### src/rtl/core/hsi_pkg.sv
// Shared types and constants for the HSI to RGB converter.
`default_nettype none

package hsi_pkg;

  localparam int FracBits = 12;
  localparam int HueW = 12;
  localparam int SatW = 13;
  localparam int IntW = 13;
  localparam int ChanW = 8;

  // Ratio is signed Q2.F; the trailing weight (one minus ratio) needs one more bit.
  localparam int RatioW = FracBits + 3;
  localparam int WeightW = RatioW + 1;
  localparam int SkW = SatW + 1 + WeightW;
  localparam int InnerW = SkW + 1;
  localparam int PosW = SkW;
  localparam int I255W = IntW + ChanW;
  localparam int ProdW = I255W + PosW;
  localparam int ScaleShift = 3 * FracBits;
  localparam int ChanMax = 255;

  localparam logic signed [WeightW-1:0] UnitWeight = WeightW'(1) << FracBits;
  localparam logic signed [InnerW-1:0] InnerBias = InnerW'(1) << (2 * FracBits);

  localparam int QueueDepth = 4;
  localparam int QueuePtrW = $clog2(QueueDepth);
  localparam int QueueCountW = $clog2(QueueDepth + 1);

  localparam int NumLanes = 3;
  localparam int LaneLead = 0;
  localparam int LaneTrail = 1;
  localparam int LaneRem = 2;

  // Q28 constants for building the ratio table.
  localparam longint Q28One = 64'sd268435456;
  localparam longint PiThirdQ28 = 64'sd281104952;
  localparam longint TwoPiThirdQ28 = 64'sd562209904;
  localparam int TaylorTerms = 14;
  localparam longint TaylorDiv [TaylorTerms] = '{
    64'sd2, 64'sd12, 64'sd30, 64'sd56, 64'sd90, 64'sd132, 64'sd182,
    64'sd240, 64'sd306, 64'sd380, 64'sd462, 64'sd552, 64'sd650, 64'sd756
  };

  typedef enum logic [1:0] {
    SectorZero = 2'd0,
    SectorOne = 2'd1,
    SectorTwo = 2'd2
  } sector_t;

  typedef struct packed {
    logic [HueW-1:0] hue;
    logic [SatW-1:0] saturation;
    logic [IntW-1:0] intensity;
  } hsi_pixel_t;

  typedef struct packed {
    logic [ChanW-1:0] red;
    logic [ChanW-1:0] green;
    logic [ChanW-1:0] blue;
  } rgb_pixel_t;

  typedef struct packed {
    sector_t sector;
    logic [SatW-1:0] saturation;
    logic [IntW-1:0] intensity;
    logic signed [RatioW-1:0] ratio;
  } hsi_work_t;

endpackage

`default_nettype wire

### src/rtl/core/hsi_queue.sv
// Small FIFO that decouples the front end from the arithmetic back end.
`default_nettype none

module hsi_queue import hsi_pkg::*; (
  input  wire logic      clk,
  input  wire logic      rst,
  input  wire hsi_work_t work,
  input  wire logic      work_valid,
  output logic           full,
  output hsi_work_t      head,
  output logic           head_valid,
  input  wire logic      pop
);

  hsi_work_t              entries [QueueDepth];
  logic [QueuePtrW-1:0]   wr_ptr;
  logic [QueuePtrW-1:0]   rd_ptr;
  logic [QueueCountW-1:0] count;
  logic                   push;

  assign full = (count == QueueCountW'(QueueDepth));
  assign push = work_valid && !full;
  assign head_valid = (count != '0);
  assign head = entries[rd_ptr];

  function automatic logic [QueuePtrW-1:0] ptr_inc(input logic [QueuePtrW-1:0] p);
    return (p == QueuePtrW'(QueueDepth - 1)) ? '0 : p + 1'b1;
  endfunction

  always_ff @(posedge clk) begin
    if (rst) begin
      wr_ptr <= '0;
      rd_ptr <= '0;
      count <= '0;
    end else begin
      if (push) begin
        wr_ptr <= ptr_inc(wr_ptr);
      end
      if (pop) begin
        rd_ptr <= ptr_inc(rd_ptr);
      end
      count <= count + QueueCountW'(push) - QueueCountW'(pop);
    end
  end

  always_ff @(posedge clk) begin
    if (push) begin
      entries[wr_ptr] <= work;
    end
  end

  a_count_bound: assert property (@(posedge clk) disable iff (rst)
    count <= QueueCountW'(QueueDepth))
    else $error("queue count exceeds its depth");

  a_pop_nonempty: assert property (@(posedge clk) disable iff (rst)
    pop |-> head_valid)
    else $error("pop from an empty queue");

  a_count_track: assert property (@(posedge clk) disable iff (rst)
    !rst |=> count == $past(count) + QueueCountW'($past(push)) - QueueCountW'($past(pop)))
    else $error("queue count lost a transaction");

endmodule

`default_nettype wire

### config.mk
export PLATFORM = sky130hd
export DESIGN_NAME = hsi_queue
export DESIGN_NICKNAME = d
export VERILOG_FILES = /design/src/rtl/core/hsi_pkg.sv /design/src/rtl/core/hsi_queue.sv
export SDC_FILE = /design/constraint.sdc
export NUM_CORES = 1
export LEC_CHECK = 0
export ABC_AREA = 1
export BUFFER_PORTS_ARGS = -buffer_cell sky130_fd_sc_hd__buf_2
export CORE_UTILIZATION = 45
export CTS_BUF_LIST = sky130_fd_sc_hd__clkbuf_2 sky130_fd_sc_hd__clkbuf_4 sky130_fd_sc_hd__clkbuf_8
export CTS_CLUSTER_SIZE = 8
export DETAILED_ROUTE_END_ITERATION = 8
export GPL_TIMING_DRIVEN = 0
export PLACE_DENSITY = 0.75
export SYNTH_ARGS = -nofsm -noshare
export SYNTH_HDL_FRONTEND = slang
export SYNTH_SLANG_ARGS = --single-unit
### constraint.sdc
create_clock -name clk -period 4.4 [get_ports clk]
set_clock_uncertainty 0.15 [all_clocks]
set_input_delay 0.88 -clock clk [delete_from_list [all_inputs] [get_ports clk]]
set_output_delay 0.88 -clock clk [all_outputs]
set_load 0.005 [all_outputs]
==> flow_summary.json <==
{
  "insertion_delay_ns": 0.45,
  "cts_resized": 0,
  "ir_drop_v": 0.000339,
  "power.leakage_nw": 2.87,
  "synth-seq-cells": 181,
  "p_total_mw": 3.91,
  "path_class": "reg2out",
  "clock-sinks": 181,
  "yosys_warnings": 0,
  "hold_class": "reg2reg",
  "grt_pass1_vias": 4359,
  "first_pass_iters": 7,
  "path_max_fanout": 10,
  "vias": 4248,
  "design_area_sq_um": 8040,
  "setup_viol": 0,
  "cap_violations": 0,
  "finalSetupTns_ns": 0,
  "status": "finished, final reports clean",
  "drive_gt1_share_pct": 24.3,
  "end_kind": "output pin",
  "drc_errors": 0,
  "cts_buffer_depth": 2,
  "min_path_cells": 2,
  "cts_tree": "yes",
  "die_x_microns": 125,
  "required_ns": 3.37,
  "initial_core_util_pct": 46.6,
  "num_rows": 44,
  "slew_violations": 0,
  "seq_area_frac_synth_pct": 78.4,
  "avgSynthCellArea_sq_um": 14.4,
  "timing.final.hold_violations": 0,
  "r2r-start": "count[1]$_SDFF_PP0_",
  "grt_overflow_total": 0,
  "die-height_microns": 125,
  "regToRegEndpoint": "count[2]$_SDFF_PP0_",
  "crit_path_start_kind": "register",
  "worst_slew_pin_slew_ns": 0.770,
  "post-route-period-util_pct": 70.1,
  "num_io_pins": 92,
  "ant_nets": 0,
  "fmax_mhz": 324,
  "portBuffers": 91,
  "area_growth_pct": 17.9,
  "htree_levels": 4,
  "clkSlewWorstSetupHoldPaths_ns": 0.08,
  "root_buffer": "clkbuf_8",
  "rrSetupSlack_ns": 2.01,
  "first_iter_violations": 344,
  "reg2regPathDepth": 11,
  "vias_per_cell": 5.40,
  "syn_inst": 475,
  "wire_per_inst_microns": 18.3,
  "rsz0062_at_grt": "false",
  "grt_first_pass_wirelength_microns": 22100,
  "period_minus_slack_ns": 3.09,
  "grt_usage_pct": 19.1,
  "synthesis.area_sq_um": 6820,
  "placed_area_sq_um": 7610,
  "synth_cell_types": 19,
  "hp-start": "wr_ptr[1]$_SDFFE_PP0P_",
  "numCtsBuffers": 17,
  "mappedNetlistNets": 530,
  "cts_setup_buffers": 0,
  "place.gp.congestion": 0.703,
  "coreArea_sq_um": 14600,
  "cts_hold_buf": 0,
  "timing.slew.headroom_pct": 48.5,
  "antenna_found_initial": 2,
  "nets": 644,
  "hpwl_microns": 8940,
  "grt_max_degree": 24,
  "arrival_ns": 2.06,
  "drt_wl_total_microns": 14400,
  "power_density_nw_per_um2": 487,
  "die_area_sq_um": 15600,
  "holdPathEnd": "wr_ptr[1]$_SDFFE_PP0P_"
}
## layout by cell type, fill, tap and decap left out, drive strengths merged
master / count
diode: 1
dfxtp: 9
bufinv: 4
fa: 1
xor2: 1
a21oi: 2
inv: 15
o22ai: 43
ha: 7
clkbuf: 32
clkinv: 3
buf: 110
clkinvlp: 3
nand2: 8
nor3: 1
edfxtp: 172
nor2: 102
nand3b: 1
o21ai: 87
## routing by layer
layer	vias to the layer above	wire length, microns	track usage (%)
li1	1987	-	-
met1	2103	6120	23.5
met2	134	7190	31.5
met3	22	792	5.48
met4	2	249	8.82
met5	-	13	0
## sequential cells by signal, indices dropped and copies added (netlist names), named ones only
name     count
entries    172
rd_ptr       2
wr_ptr       2
count        3
## cells by family after synthesis
family | count (synthesis) | synth area share (%)
fa+ha+maj | 8 | 1.58
xor+xnor | 1 | 0.128
simple gates | 112 | 6.24
compound gates | 132 | 10.5
buf+inv | 41 | 3.17
flops | 181 | 78.4
## cell type report
class | instances | area (sq um)
fill | 1222 | 6610
sequential | 181 | 5350
multi-input combinational | 253 | 1290
timing repair buffer | 95 | 536
clock buffer | 21 | 264
tap | 184 | 230
buffer | 26 | 160
clock inverter | 10 | 156
inverter | 15 | 56.3
antenna | 1 | 2.50
## cells in the mapped netlist
cell / instances / area, sq um
edfxtp_1: 172 / 5160
nor2_1: 102 / 383
o21ai_0: 80 / 400
o22ai_1: 43 / 269
inv_1: 13 / 48.8
clkbuf_1: 11 / 41.3
dfxtp_1: 9 / 180
nand2_1: 8 / 30.0
ha_1: 7 / 87.6
o21ai_1: 7 / 35.0
buf_2: 5 / 25.0
buf_4: 5 / 37.5
buf_6: 5 / 56.3
a21oi_1: 2 / 10.0
inv_2: 2 / 7.51
fa_1: 1 / 20.0
nand3b_1: 1 / 7.51
nor3_1: 1 / 5.00
xor2_1: 1 / 8.76
## power breakdown
group	switching (mW)	total, mW	internal (mW)
clock	0.537	1.17	0.636
sequential	0.0529	2.15	2.10
combinational	0.380	0.593	0.213
total	0.970	3.91	2.94
## worst max path at each step
stage	endpoint	slack, ns	from	depth (start not counted)
finish	head[7]	1.31	register	5
global route	head[7]	1.15	register	5
CTS	head[7]	1.25	register	5
detailed placement	entries[3][24]$_DFFE_PP_	1.65	work_valid	4
global placement	entries[3][24]$_DFFE_PP_	-0.61	work_valid	3
floorplan	entries[0][0]$_DFFE_PP_	0.97	work_valid	2
## through the flow
stage	cells	util (%)	hold slack, ns	setup WS, ns
3_3_place_gp	750	51.2	0.373	-0.609
3_5_place_dp	754	52.0	0.401	1.65
5_1_grt	786	54.9	0.448	1.15
4_1_cts	785	54.9	0.413	1.25
2_1_floorplan	475	-	0.344	0.969
6_report	786	54.9	0.407	1.31
## critical path: stages (launching register included)
cell and delay, ns:
dfxtp_1 0.41, inv_2 0.17, clkbuf_1 0.41, o21ai_0 0.22
o22ai_1 0.23, buf_2 0.16
(Power assumes the default switching activity.)
